--- config.mk ---
export PLATFORM = sky130hd
export DESIGN_NAME = ple_cell
export DESIGN_NICKNAME = d
export VERILOG_FILES = /design/src/ple_pkg.sv /design/src/ple_cell.sv
export SDC_FILE = /design/constraint.sdc
export NUM_CORES = 1
export LEC_CHECK = 0
export ABC_AREA = 1
export BUFFER_PORTS_ARGS = -buffer_cell sky130_fd_sc_hd__buf_4
export CAP_MARGIN = 15
export CORE_MARGIN = 2
export CORE_UTILIZATION = 39
export CTS_CLUSTER_DIAMETER = 150
export CTS_CLUSTER_SIZE = 14
export DETAILED_ROUTE_END_ITERATION = 10
export PLACE_DENSITY = 0.86
export SYNTH_ARGS = -nofsm -noshare
export SYNTH_HDL_FRONTEND = slang
export SYNTH_SLANG_ARGS = --single-unit
export TNS_END_PERCENT = 100
--- constraint.sdc ---
create_clock -name clk -period 6.1 [get_ports clk]
set_input_delay 0.915 -clock clk [delete_from_list [all_inputs] [get_ports clk]]
set_output_delay 0.915 -clock clk [all_outputs]
set_load 0.01 [all_outputs]
--- src/ple_pkg.sv ---
// ----------------------------------------------------------------------------
// Positional list engine package
// Shared codes, widths and the per-cycle command that the cell row sees.
// ----------------------------------------------------------------------------
`default_nettype none

package ple_pkg;

	localparam int unsigned DATA_W = 32;
	localparam int unsigned POS_W  = 8;
	localparam int unsigned OP_W   = 2;
	localparam int unsigned STAT_W = 2;
	localparam int unsigned LEN_W  = 7;

	// leaves OR-ed together in the first level of the read tree
	localparam int unsigned GROUP_SIZE = 8;

	typedef enum logic [OP_W-1:0] {
		OP_INSERT = 2'd0,
		OP_DELETE = 2'd1,
		OP_READ   = 2'd2,
		OP_NONE   = 2'd3
	} op_t;

	typedef enum logic [STAT_W-1:0] {
		ST_OK      = 2'd0,
		ST_INVALID = 2'd1,
		ST_FULL    = 2'd2,
		ST_RSVD    = 2'd3
	} status_t;

	// command broadcast to every cell of the row
	typedef struct packed {
		logic                     ins;
		logic                     del;
		logic [POS_W-1:0]         slot;
		logic signed [DATA_W-1:0] value;
	} cell_cmd_t;

endpackage

`default_nettype wire

--- src/ple_cell.sv ---
// ----------------------------------------------------------------------------
// List cell
// Holds one entry; takes from its lower neighbor on insert, from its upper
// neighbor on delete, and offers its entry when it sits at the request slot.
// ----------------------------------------------------------------------------
`default_nettype none

module ple_cell #(
	parameter int INDEX = 0
) (
	input  wire                                  clk,
	input  wire ple_pkg::cell_cmd_t              cmd,
	input  wire logic signed [ple_pkg::DATA_W-1:0] lower,
	input  wire logic signed [ple_pkg::DATA_W-1:0] upper,
	output logic signed [ple_pkg::DATA_W-1:0]    data,
	output logic signed [ple_pkg::DATA_W-1:0]    hit_data
);

	localparam logic [ple_pkg::POS_W-1:0] MY_IDX = ple_pkg::POS_W'(INDEX);

	logic signed [ple_pkg::DATA_W-1:0] data_q;
	logic                              at_slot;
	logic                              past_slot;

	assign at_slot   = (MY_IDX == cmd.slot);
	assign past_slot = (MY_IDX > cmd.slot);

	// shift or load the entry
	always_ff @(posedge clk) begin
		if (cmd.ins && past_slot) begin
			data_q <= lower;
		end else if (cmd.ins && at_slot) begin
			data_q <= cmd.value;
		end else if (cmd.del && (past_slot || at_slot)) begin
			data_q <= upper;
		end
	end

	assign data     = data_q;
	assign hit_data = at_slot ? data_q : '0;

endmodule

`default_nettype wire

==> reports/qor.yml <==
outcome:
  status: "complete, no violations"
synthesis:
  synth_cell_types: 12
  ys_seq_area_share_pct: 54.5
  synthCells: 186
  synth-seq-cells: 32
  avgSynthCellArea_um2: 9.48
  synth_fp_nets: 293
  netlist_area_mm2: 0.00176
  yosysWarnings: 0
grt:
  grt_pass1_wl_mm: 7.69
  grt_usage_pct: 18.9
  grt_max_degree: 35
  overflow: 0
  antenna_found_initial: 0
  grt_pass1_vias: 1716
worst_hold_path:
  hold_path.class: "input pin to flop"
die:
  fp.dieH_um: 71.2
  rows: 24
  start_util_pct: 40.5
  io_pins: 171
  die_w_um: 71.2
  dieArea_mm2: 0.00507
  core_mm2: 0.00435
power:
  power_switching_mw: 0.0934
  seq_power_share_pct: 53.9
  peakVddDrop_v: 0.0000945
  power.internal_mw: 0.358
  cellLeakagePower_nw: 1.36
  power.density_mw_per_mm2: 158
  p_clk_share_pct: 33.5
  p_comb_share_pct: 12.7
  sw_frac_of_total_pct: 20.7
routing:
  ant_nets: 0
  wirelength_mm: 5.04
  vias: 1814
  drc_errors: 0
  drt_iter0_drc: 125
  post_drt_wl_per_cell_um: 13.6
  firstDrtPassIters: 4
  avgViaCountPerCell: 4.92
place:
  portBuffers: 138
  dpl-instance-area_mm2: 0.00278
  dpl.hpwl_mm: 3.60
  gp_congestion: 0.774
clock_tree:
  cts.sinks: 32
  root_buffer: "clkbuf_8"
  numCtsBuffers: 5
  h-tree-depth: 2
  cts.path.max_buffers: 2
  cts_tree: "yes"
  post-cts-setup-buffer-count: 0
  cts_hold_repair.buffers: 0
  cts_resized: 0
  path_clk_slew_ns: 0.07
setup_path:
  cp.arrival_ns: 3.47
  path_buf_inv: 2
  cp_common_cell: "buf_4"
  cp.required_ns: 6.05
  slowest_stage: "nand2_1"
  cp-start-kind: "input pin"
  cp_cell_sequence: "buf_4 > nor2_1 > nand2_2 > nor2_8 > nand2_4 > nand2_1 > buf_4"
  max_stage_delay_ns: 0.62
  worstPathMaxFanout: 34
  crit_family: "simple AND/OR/NAND/NOR gates"
  crit_path_end_kind: "flop"
  path_class: "input pin to flop"
sta:
  fin_setup_tns_ns: 0
  hold_viol: 0
  slew_violations: 0
  max_freq_mhz: 284
  fin_crit_sh_pct: 57.7
  rsz0062_at_grt: "no"
  hold_ws_ns: 0.903
  timing.slew.headroom_pct: 52.7
  min_period_ns: 3.52
  setup_violations: 0
  tightest_slew_ns: 0.707
finish:
  final_nets: 423
  drive_gt1_share_pct: 46.7
  stdcell_area_mm2: 0.00286
  area.growth.synth_to_final_pct: 62.0
  n_antenna_cell: 0
  largest_reg_flops: 32
run:
  cap_violations: 0
[per-stage QoR]
stage	setup slack (ns)	std cells	power, mW	utilization, %
3_3_place_gp	2.34	361	0.304	63.8
2_1_floorplan	3.46	186	0.265	-
4_1_cts	2.57	369	0.455	65.6
6_report	2.58	369	0.451	65.6
3_5_place_dp	2.29	361	0.305	63.8
5_1_grt	2.32	369	0.469	65.6
[cell families (layout without fill, tap and decap cells)]
| logic type | count (synthesis) | count (layout) | share of synthesized area, % |
|---|---|---|---|
| simple gates | 138 | 138 | 40.1 |
| flops | 32 | 32 | 54.5 |
| buf+inv | 16 | 147 | 5.39 |
[final cells by class]
type | count | area (um^2)
Timing Repair Buffer | 139 | 1040
Sequential cell | 32 | 961
Fill cell | 367 | 1500
Clock buffer | 7 | 76.3
Tap cell | 52 | 65.1
Multi-Input combinational cell | 138 | 707
Clock inverter | 1 | 3.75
[Yosys cell counts]
cell type   n  area [um^2]
buf_2       1         5.00
buf_4       3         22.5
buf_6       3         33.8
clkbuf_1    9         33.8
edfxtp_1   32          961
nand2_1    66          248
nand2_2     2         12.5
nand2_4     1         11.3
nand3_1    32          160
nor2_1      4         15.0
nor2_8      1         20.0
nor3b_1    32          240
[cells in the final DEF (no fill, tap or decap), drive strengths merged]
master,instances
clkbuf,7
nor2,5
edfxtp,32
clkinv,1
nor3b,32
buf,139
nand3,32
nand2,69
[power by group through the flow]
stage          Sequential [mW]  Combinational [mW]  Clock (mW)
2_1_floorplan            0.248              0.0169           0
3_3_place_gp             0.248              0.0558           0
3_5_place_dp             0.248              0.0572           0
4_1_cts                  0.243              0.0574       0.154
5_1_grt                  0.243              0.0626       0.164
6_report                 0.243              0.0571       0.151
[worst paths after layout]
kind / slack, ns / end / startpoint / cells after the start
hold / removal: 0.90 / data[27] / upper[27] / 3
setup / recovery: 2.58 / data[18] / cmd[36] / 7
[per-layer routing]
layer  vias to the layer above  track usage [%]  wire length [um]
met5                         -                0                 0
met4                         0             7.13                68
met3                         6             3.94               330
met2                        80             34.2              2660
met1                       829             22.0              1980
li1                        899                -                 -
Note: power is estimated with default switching activity, not from simulation.
